===== src/sv/sfs_pkg.sv =====
// Package for the sprite frame sequencer: sizes, register indexes, operation
// codes and the controller state type.
// No dependencies; every module of the block imports it.
`default_nettype none

package sfs_pkg;

  // Storage and arithmetic sizes.
  localparam int MaxFrames = 16;
  localparam int TimeBits  = 24;
  localparam int DurW      = 16;
  localparam int IdxW      = $clog2(MaxFrames);
  localparam int SumW      = DurW + IdxW;
  localparam int ModCntW   = $clog2(TimeBits);

  // Field widths that the interface fixes.
  localparam int FramesW   = 5;
  localparam int CoordW    = 12;
  localparam int RectXW    = 16;
  localparam int FrameNumW = 4;
  localparam int CfgIdxW   = 3;
  localparam int CfgDataW  = 12;
  localparam int InDataW   = 40;
  localparam int OutDataW  = 64;

  localparam logic [TimeBits-1:0] TimeMax = {TimeBits{1'b1}};

  // Operation carried in the slave tuser.
  localparam logic OpTick  = 1'b0;
  localparam logic OpWrite = 1'b1;

  // Configuration register indexes.
  localparam logic [CfgIdxW-1:0] RegLoopEnable  = 3'd0;
  localparam logic [CfgIdxW-1:0] RegFramesInUse = 3'd1;
  localparam logic [CfgIdxW-1:0] RegOriginX     = 3'd2;
  localparam logic [CfgIdxW-1:0] RegOriginY     = 3'd3;
  localparam logic [CfgIdxW-1:0] RegClipWidth   = 3'd4;
  localparam logic [CfgIdxW-1:0] RegClipHeight  = 3'd5;

  typedef enum logic [2:0] {
    StIdle,
    StWalk,
    StAdd,
    StMod,
    StResp
  } sfs_state_e;

endpackage

`default_nettype wire


===== src/sv/sfs_mod_unit.sv =====
// Bit-serial remainder unit: reduces the elapsed time modulo the animation
// length, one dividend bit per cycle. Depends on sfs_pkg.
`default_nettype none

module sfs_mod_unit (
  input  wire logic                       clk_i,
  input  wire logic                       rst_ni,
  input  wire logic                       start_i,
  input  wire logic [sfs_pkg::TimeBits-1:0] dividend_i,
  input  wire logic [sfs_pkg::SumW-1:0]   divisor_i,
  output logic                            done_o,
  output logic [sfs_pkg::SumW-1:0]        rem_o
);
  import sfs_pkg::*;

  logic                busy_q;
  logic                done_q;
  logic [ModCntW-1:0]  cnt_q;
  logic [TimeBits-1:0] dvd_q;
  logic [SumW-1:0]     dsr_q;
  logic [SumW-1:0]     rem_q;
  logic [SumW:0]       shifted;
  logic [SumW-1:0]     rem_d;

  // The partial remainder stays below the divisor, so one compare and
  // subtract per step suffices.
  always_comb begin
    shifted = {rem_q, dvd_q[TimeBits-1]};
    if (shifted >= {1'b0, dsr_q}) begin
      rem_d = SumW'(shifted - {1'b0, dsr_q});
    end else begin
      rem_d = shifted[SumW-1:0];
    end
  end

  always_ff @(posedge clk_i or negedge rst_ni) begin
    if (!rst_ni) begin
      busy_q <= 1'b0;
      done_q <= 1'b0;
      cnt_q  <= '0;
    end else begin
      done_q <= 1'b0;
      if (start_i) begin
        busy_q <= 1'b1;
        cnt_q  <= '0;
      end else if (busy_q) begin
        cnt_q <= cnt_q + ModCntW'(1);
        if (cnt_q == ModCntW'(TimeBits - 1)) begin
          busy_q <= 1'b0;
          done_q <= 1'b1;
        end
      end
    end
  end

  always_ff @(posedge clk_i) begin
    if (start_i) begin
      dvd_q <= dividend_i;
      dsr_q <= divisor_i;
      rem_q <= '0;
    end else if (busy_q) begin
      dvd_q <= {dvd_q[TimeBits-2:0], 1'b0};
      rem_q <= rem_d;
    end
  end

  assign done_o = done_q;
  assign rem_o  = rem_q;

endmodule

`default_nettype wire


===== src/sv/sprite_frame_sequencer.sv =====
// Top level of the sprite frame sequencer: stream ports, configuration
// registers, duration memory and controller. Depends on sfs_pkg, sfs_mod_unit.
`default_nettype none

// The sequencer keeps one duration per animation frame in a small synchronous
// memory and an elapsed-time accumulator in Q12.12 seconds. An input item with
// tuser high stores one frame duration and restarts the animation at frame
// zero; an item with tuser low advances time by the tick step. Every item
// produces exactly one output item carrying the current frame index and its
// clip rectangle in the sprite sheet. Items are processed one at a time. A
// write goes from acceptance through the response state to the output
// register. A tick that runs walks the memory one entry per cycle, adds the
// step, then, with looping on and a nonzero total, reduces the time in the
// serial remainder unit, and then presents the result. A tick that is
// skipped (no looping and already on the last frame) goes straight to the
// response state. The output register lets the next item be accepted while
// a result waits to be taken. Configuration is written through
// cfg_we_i/cfg_idx_i/cfg_wdata_i and must only change while the block is
// idle.
module sprite_frame_sequencer (
  input  wire logic                            clk_i,
  input  wire logic                            rst_ni,
  // Fields from bit 0: tick_time[15:0], frame_slot[19:16],
  // slot_duration[35:20], zero padding[39:36].
  input  wire logic [sfs_pkg::InDataW-1:0]     s_tdata_i,
  // Fields from bit 0: operation.
  input  wire logic                            s_tuser_i,
  input  wire logic                            s_tvalid_i,
  output logic                                 s_tready_o,
  // Fields from bit 0: frame_number[3:0], rect_x[19:4], rect_y[31:20],
  // rect_w[43:32], rect_h[55:44], time_saturated[56], zero padding[63:57].
  output logic [sfs_pkg::OutDataW-1:0]         m_tdata_o,
  output logic                                 m_tvalid_o,
  input  wire logic                            m_tready_i,
  input  wire logic                            cfg_we_i,
  input  wire logic [sfs_pkg::CfgIdxW-1:0]     cfg_idx_i,
  input  wire logic [sfs_pkg::CfgDataW-1:0]    cfg_wdata_i
);
  import sfs_pkg::*;

  // Configuration registers.
  logic               loop_q;
  logic [FramesW-1:0] frames_q;
  logic [CoordW-1:0]  ox_q, oy_q, cw_q, ch_q;

  // Controller state and datapath registers.
  sfs_state_e          state_q, state_d;
  logic [TimeBits-1:0] elapsed_q, elapsed_d;
  logic [IdxW-1:0]     cur_q, cur_d;
  logic                sat_q, sat_d;
  logic [SumW-1:0]     sum_q, sum_d;
  logic                found_q, found_d;
  logic [IdxW:0]       rd_cnt_q, rd_cnt_d;
  logic                rvalid_q, rvalid_d;
  logic [IdxW-1:0]     ridx_q, ridx_d;
  logic [DurW-1:0]     tick_q, tick_d;
  logic                out_valid_q, out_valid_d;
  logic [OutDataW-1:0] out_data_q, out_data_d;

  // Duration memory, one read port and one write port.
  logic [DurW-1:0] dur_mem [MaxFrames];
  logic            mem_we;
  logic [IdxW-1:0] mem_waddr;
  logic [DurW-1:0] mem_wdata;
  logic [IdxW-1:0] mem_raddr;
  logic [DurW-1:0] mem_rdata_q;

  // Remainder unit handshake.
  logic                mod_start;
  logic                mod_done;
  logic [SumW-1:0]     mod_rem;

  // Derived values.
  logic [IdxW:0]       n_act;
  logic [IdxW-1:0]     last_idx;
  logic [SumW-1:0]     sum_new;
  logic [TimeBits:0]   tsum;
  logic [RectXW-1:0]   rect_x;

  // Configuration port; indexes beyond the list are ignored.
  always_ff @(posedge clk_i or negedge rst_ni) begin
    if (!rst_ni) begin
      loop_q   <= 1'b0;
      frames_q <= FramesW'(1);
      ox_q     <= '0;
      oy_q     <= '0;
      cw_q     <= '0;
      ch_q     <= '0;
    end else if (cfg_we_i) begin
      unique case (cfg_idx_i)
        RegLoopEnable:  loop_q   <= cfg_wdata_i[0];
        RegFramesInUse: frames_q <= cfg_wdata_i[FramesW-1:0];
        RegOriginX:     ox_q     <= cfg_wdata_i;
        RegOriginY:     oy_q     <= cfg_wdata_i;
        RegClipWidth:   cw_q     <= cfg_wdata_i;
        RegClipHeight:  ch_q     <= cfg_wdata_i;
        default: ;
      endcase
    end
  end

  // A frame count of zero acts as one, and counts above the table size are
  // clamped to the table size.
  always_comb begin
    if (frames_q == '0) begin
      n_act = (IdxW + 1)'(1);
    end else if (FramesW'(frames_q) > FramesW'(MaxFrames)) begin
      n_act = (IdxW + 1)'(MaxFrames);
    end else begin
      n_act = (IdxW + 1)'(frames_q);
    end
    last_idx = IdxW'(n_act - (IdxW + 1)'(1));
  end

  always_ff @(posedge clk_i) begin
    if (mem_we) begin
      dur_mem[mem_waddr] <= mem_wdata;
    end
    mem_rdata_q <= dur_mem[mem_raddr];
  end

  // Write items only touch the memory while idle and read data is only used
  // during the walk, so the two ports never meet on one entry.
  assign mem_waddr = s_tdata_i[19:16];
  assign mem_wdata = s_tdata_i[35:20];
  assign mem_raddr = rd_cnt_q[IdxW-1:0];

  assign sum_new = sum_q + SumW'(mem_rdata_q);
  assign tsum    = {1'b0, elapsed_q} + (TimeBits + 1)'(tick_q);
  assign rect_x  = RectXW'(ox_q) + (RectXW'(cur_q) * RectXW'(cw_q));

  always_ff @(posedge clk_i or negedge rst_ni) begin
    if (!rst_ni) begin
      state_q     <= StIdle;
      elapsed_q   <= '0;
      cur_q       <= '0;
      sat_q       <= 1'b0;
      found_q     <= 1'b0;
      rd_cnt_q    <= '0;
      rvalid_q    <= 1'b0;
      out_valid_q <= 1'b0;
    end else begin
      state_q     <= state_d;
      elapsed_q   <= elapsed_d;
      cur_q       <= cur_d;
      sat_q       <= sat_d;
      found_q     <= found_d;
      rd_cnt_q    <= rd_cnt_d;
      rvalid_q    <= rvalid_d;
      out_valid_q <= out_valid_d;
    end
  end

  always_ff @(posedge clk_i) begin
    sum_q      <= sum_d;
    ridx_q     <= ridx_d;
    tick_q     <= tick_d;
    out_data_q <= out_data_d;
  end

  always_comb begin
    state_d     = state_q;
    elapsed_d   = elapsed_q;
    cur_d       = cur_q;
    sat_d       = sat_q;
    sum_d       = sum_q;
    found_d     = found_q;
    rd_cnt_d    = rd_cnt_q;
    rvalid_d    = 1'b0;
    ridx_d      = ridx_q;
    tick_d      = tick_q;
    out_data_d  = out_data_q;
    out_valid_d = out_valid_q && !m_tready_i;
    mem_we      = 1'b0;
    mod_start   = 1'b0;
    s_tready_o  = 1'b0;

    unique case (state_q)
      StIdle: begin
        s_tready_o = 1'b1;
        if (s_tvalid_i) begin
          tick_d = s_tdata_i[15:0];
          sat_d  = 1'b0;
          if (s_tuser_i == OpWrite) begin
            mem_we    = 1'b1;
            elapsed_d = '0;
            cur_d     = '0;
            state_d   = StResp;
          end else if (loop_q || (cur_q < last_idx)) begin
            sum_d    = '0;
            found_d  = 1'b0;
            rd_cnt_d = '0;
            state_d  = StWalk;
          end else begin
            state_d = StResp;
          end
        end
      end

      // Reads are issued one per cycle; the data of each arrives in the next cycle
      // and is added to the running sum.
      StWalk: begin
        if (rd_cnt_q < n_act) begin
          rd_cnt_d = rd_cnt_q + (IdxW + 1)'(1);
          rvalid_d = 1'b1;
          ridx_d   = rd_cnt_q[IdxW-1:0];
        end
        if (rvalid_q) begin
          sum_d = sum_new;
          if (!found_q && (elapsed_q <= TimeBits'(sum_new))) begin
            found_d = 1'b1;
            cur_d   = ridx_q;
          end
          if (ridx_q == last_idx) begin
            rvalid_d = 1'b0;
            state_d  = StAdd;
          end
        end
      end

      StAdd: begin
        if (tsum >= (TimeBits + 1)'(TimeMax)) begin
          elapsed_d = TimeMax;
          sat_d     = 1'b1;
        end else begin
          elapsed_d = tsum[TimeBits-1:0];
        end
        if (loop_q && (sum_q != '0)) begin
          mod_start = 1'b1;
          state_d   = StMod;
        end else begin
          state_d = StResp;
        end
      end

      StMod: begin
        if (mod_done) begin
          elapsed_d = TimeBits'(mod_rem);
          state_d   = StResp;
        end
      end

      StResp: begin
        if (!out_valid_q || m_tready_i) begin
          out_valid_d = 1'b1;
          out_data_d  = OutDataW'({sat_q, ch_q, cw_q, oy_q, rect_x, cur_q});
          state_d     = StIdle;
        end
      end

      default: state_d = StIdle;
    endcase
  end

  sfs_mod_unit u_mod (
    .clk_i      (clk_i),
    .rst_ni     (rst_ni),
    .start_i    (mod_start),
    .dividend_i (elapsed_d),
    .divisor_i  (sum_q),
    .done_o     (mod_done),
    .rem_o      (mod_rem)
  );

  assign m_tvalid_o = out_valid_q;
  assign m_tdata_o  = out_data_q;

  // A write item restarts the animation from frame zero.
  assert property (@(posedge clk_i) disable iff (!rst_ni)
    (s_tvalid_i && s_tready_o && (s_tuser_i == OpWrite))
      |=> (elapsed_q == '0) && (cur_q == '0))
    else $error("write item did not restart the animation");

  // Read data is only expected while the walk is in progress.
  assert property (@(posedge clk_i) disable iff (!rst_ni)
    rvalid_q |-> (state_q == StWalk))
    else $error("memory read data outside the walk");

  // The remainder unit only finishes while the controller waits for it.
  assert property (@(posedge clk_i) disable iff (!rst_ni)
    mod_done |-> (state_q == StMod))
    else $error("remainder done outside the modulo state");

endmodule

`default_nettype wire

===== config.mk =====
export PLATFORM = sky130hd
export DESIGN_NAME = sprite_frame_sequencer
export DESIGN_NICKNAME = d
export VERILOG_FILES = /design/src/sv/sfs_pkg.sv /design/src/sv/sfs_mod_unit.sv /design/src/sv/sprite_frame_sequencer.sv
export SDC_FILE = /design/constraint.sdc
export NUM_CORES = 1
export LEC_CHECK = 0
export BUFFER_PORTS_ARGS = -buffer_cell sky130_fd_sc_hd__buf_2
export CAP_MARGIN = 20
export CORE_AREA = 2 2 227 229
export DETAILED_ROUTE_END_ITERATION = 8
export DIE_AREA = 0 0 229 231
export GPL_TIMING_DRIVEN = 1
export HOLD_SLACK_MARGIN = 0.08
export PLACE_DENSITY = 0.67
export SLEW_MARGIN = 5
export SYNTH_ARGS = -nofsm -noshare
export SYNTH_HDL_FRONTEND = slang
export SYNTH_SLANG_ARGS = --single-unit

===== constraint.sdc =====
create_clock -name clk_i -period 14.1 [get_ports clk_i]
set_clock_uncertainty 0.2 [all_clocks]
set_input_delay 2.115 -clock clk_i [delete_from_list [all_inputs] [get_ports clk_i]]
set_output_delay 2.115 -clock clk_i [all_outputs]
set_load 0.01 [all_outputs]

==> run metrics <==
number of antenna violations at the first check in global routing=2; tightest slew margin relative to the limit=23.9%; I/O pin cnt=127; number of instances resized during post-cts repair=0; synthesized cell area=0.0250 mm2; upper clock frequency limit=189 MHz; clock-pin slew reported for the worst setup and hold paths after clock tree synthesis=0.06 ns; vias per cell=5.71; wire length of the first global-routing pass=85,900 um; insertion delay of the later-clocked pin in the worst-skew pair=0.63 ns; count of flip-flops with a built-in enable after synthesis=397; min-delay worst type=reg2reg; maximum number of buffers from clock root to sink=3; type of destination of the critical path=flop; Total Die Area=0.0529 mm2; total CTS buffers=54; vertical die dimension=231 um; RSZ-0062 raised after global routing=no; average detailed-routed wire length per instance=20.8 um; Iter 0 DRT Violations=1,154; Post-CTS Repair Setup Buffers=0; share of layout cells above drive strength 1=20.4%; Max Transition Viols Final=0; crit-path max cell delay=0.60 ns; final cycle utilization of the critical path=37.5%; Die Wd=229 um; async set-reset flop share out of synthesis=18.9%; leakage power summed over all cells=0.0109 uW; count of distinct cell types in the synthesized netlist=81; Setup Crit Path Kind=reg2reg; category of cells accounting for the largest share of critical-path delay=compound AO/OA/AOI/OAI gates; count of final setup violators=0; weighted congestion at the end of routability-driven global placement=0.924; number of detailed-route iterations in the first pass=6; post-detailed-routing wire length=54,700 um; Final TNS setup=0 ns; vias in the first global route=15,100; global route overflow=0; H-tree levels=2; Floorplan Core Area=0.0507 mm2; Slew @ Worst Pin=1.14 ns; flip-flop cell with the highest count after synthesis=edfxtp_1; post-layout net count=2,105; power density relative to cell area=202 mW/mm2; Syn Area/Cell=14.2 um2; final worst path period need=5.28 ns; Antenna Violating Nets Remaining=0; share of Yosys cell area claimed by the top area cell type=47.6%; part of the Yosys area used for sequential elements=60.6%; PnR Total Power=5730 uW; Peak supply drop=0.000114 V; Cell Chain, Critical Path=ha_1, inv_1, fa_1, nor2b_1, o21ai_0, a21boi_0, o221ai_1, a21oi_1, o21ai_0, o21ai_0, xnor2_1, ha_1, and4_1, nand2_1, nor3_1, nand4_1, a2111oi_4, o21ai_1, a22o_1; clock tree from TritonCTS=yes; initial cell density of the core=49.4%; count of hold-fix buffers inserted at cts=0; DR vias=15,000; DRC violations left=0; GRT Resource Usage Total=20.9%; number of failing hold endpoints at the final stage=0; n_diodes=0; Slowest-stage cell, CP=a2111oi_4; synth top area cells=edfxtp_1, dfrtp_1, mux4_2; most frequent cell on the critical path=o21ai_0; Max FO, Critical Path=6; outcome=finished clean; required arrival time at the worst endpoint=14.39 ns; post-synthesis sequential element count=534; IO buf count=115; row count=83; count of synthesis-stage warnings from yosys=0; Area Overhead vs Synth=13.1%; max-cap violation count=0; pin count of the biggest net entering global routing=69; synthesized instance count=1,764; clock net sink count=534; element type at the critical path start=flop; Root Driver=clkbuf_16; number of buffer and inverter stages on the critical path=1; arrival time worst endpoint=5.58 ns; biggest area consumer among synthesized cells=edfxtp_1; HPWL after detailed placement=37,200 um
[stage by stage]
| step | utilization (%) | cells | area, um2 | setup WS [ns] | hold slack (ns) |
|---|---|---|---|---|---|
| floorplan | - | 1770 | 25100 | 8.86 | 0.219 |
| global placement | 52.2 | 2528 | 26500 | 8.94 | 0.225 |
| detailed placement | 52.2 | 2528 | 26500 | 8.82 | 0.228 |
| CTS | 55.9 | 2630 | 28300 | 8.79 | 0.242 |
| global route | 55.9 | 2630 | 28300 | 8.42 | 0.254 |
| finish | 55.9 | 2630 | 28300 | 8.82 | 0.241 |
[cell usage after synthesis (8+ instances only)]
master / count
clkbuf_1: 47
nand2_1: 113
o21a_1: 14
buf_4: 8
a21oi_1: 71
dfxtp_1: 36
nor4_1: 12
a31oi_1: 19
and2_1: 27
fa_1: 34
o21ai_0: 65
nor2_1: 130
buf_1: 8
mux2i_1: 19
nand4_1: 15
xor2_1: 34
o31ai_1: 8
a221oi_1: 8
a22o_1: 8
a21o_1: 16
nor3_1: 23
a211oi_1: 8
ha_1: 106
or3_1: 10
dfrtp_1: 100
nand2b_1: 18
nor2b_1: 14
mux4_2: 80
inv_1: 85
xnor2_1: 35
mux2_2: 55
nand3_1: 23
o211ai_1: 11
edfxtp_1: 397
[sequential cells by signal (all words and copies together), names as in the netlist, 3 cells and up]
name / cells
ch_q: 12
cur_q: 4
cw_q: 12
dur_mem: 256
elapsed_q: 24
frames_q: 5
m_tdata_o: 57
mem_rdata_q: 16
ox_q: 12
oy_q: 12
rd_cnt_q: 5
ridx_q: 4
state_q: 3
sum_q: 20
tick_q: 16
u_mod.cnt_q: 5
u_mod.dsr_q: 20
u_mod.dvd_q: 24
u_mod.rem_o: 20
[placed cells by master (no fill, tap or decap), types with 65 or more instances in the layout]
cell and instances:
ha_1 106, edfxtp_1 397, a21oi_1 71, nor2_1 128
dfrtp_1 98, nand2_1 113, mux4_2 80, o21ai_0 65
inv_1 85, buf_2 114
[power by group]
group          total (uW)  internal [uW]  switching, uW
clock network        1460            844            611
registers            2230           1990            236
logic                2050            909           1140
total                5730           3740           1990
[path summary, 6_finish.rpt]
path                       depth (start not counted)                    from  slack (ns)                      end
setup / recovery                                  19  sum_q[0]$_SDFFCE_PN0P_        8.82     cur_q[3]$_DFFE_PN0P_
hold / removal                                     0     ch_q[6]$_DFFE_PN0P_        0.24  m_tdata_o[50]$_DFFE_PP_
setup reg to reg                                  19  sum_q[0]$_SDFFCE_PN0P_        8.82     cur_q[3]$_DFFE_PN0P_
hold reg to reg                                    0     ch_q[6]$_DFFE_PN0P_        0.24  m_tdata_o[50]$_DFFE_PP_
max in group asynchronous                          2                  rst_ni       11.05  rd_cnt_q[0]$_DFFE_PN0P_
min in group asynchronous                          1                  rst_ni        1.30      oy_q[0]$_DFFE_PN0P_
[cell type report]
class                   instances  area (um2)
flip-flops and latches        534       15200
fillers                      4126       22400
repair buffers                148         826
clock buffers                  76        1550
inverters                      86         323
multi-input cells            1080        9290
clock inverters                26         303
well taps                     680         851
[layer usage]
layer	track usage [%]	part of all wire [%]	vias to the layer above
met4	6.76	2.8	4
met5	0	0.049	-
met2	34.2	48	416
li1	-	-	6938
met1	28.9	44	7560
met3	3.25	5.3	90
[worst register-to-register path, cell delays in order (launching register included)]
cell and delay (ns):
edfxtp_1 0.42, ha_1 0.20, inv_1 0.06, fa_1 0.39
nor2b_1 0.12, o21ai_0 0.10, a21boi_0 0.33, o221ai_1 0.20
a21oi_1 0.33, o21ai_0 0.21, o21ai_0 0.29, xnor2_1 0.15
ha_1 0.28, and4_1 0.17, nand2_1 0.08, nor3_1 0.35
nand4_1 0.22, a2111oi_4 0.60, o21ai_1 0.23, a22o_1 0.24
[logic make-up (layout without fill, tap and decap cells)]
logic type	count (synthesis)	in the layout	synth area share [%]
buffers and inverters	156	336	2.52
AO/OA/AOI/OAI	293	293	8.02
multiplexers	154	154	10.4
other	1	7	0.0150
adder cells (fa/ha/maj)	140	140	8.02
XOR/XNOR	69	69	2.41
flip-flops	534	534	60.6
AND/OR/NAND/NOR	417	417	7.98
No activity file was read; power rests on OpenSTA's default activity.
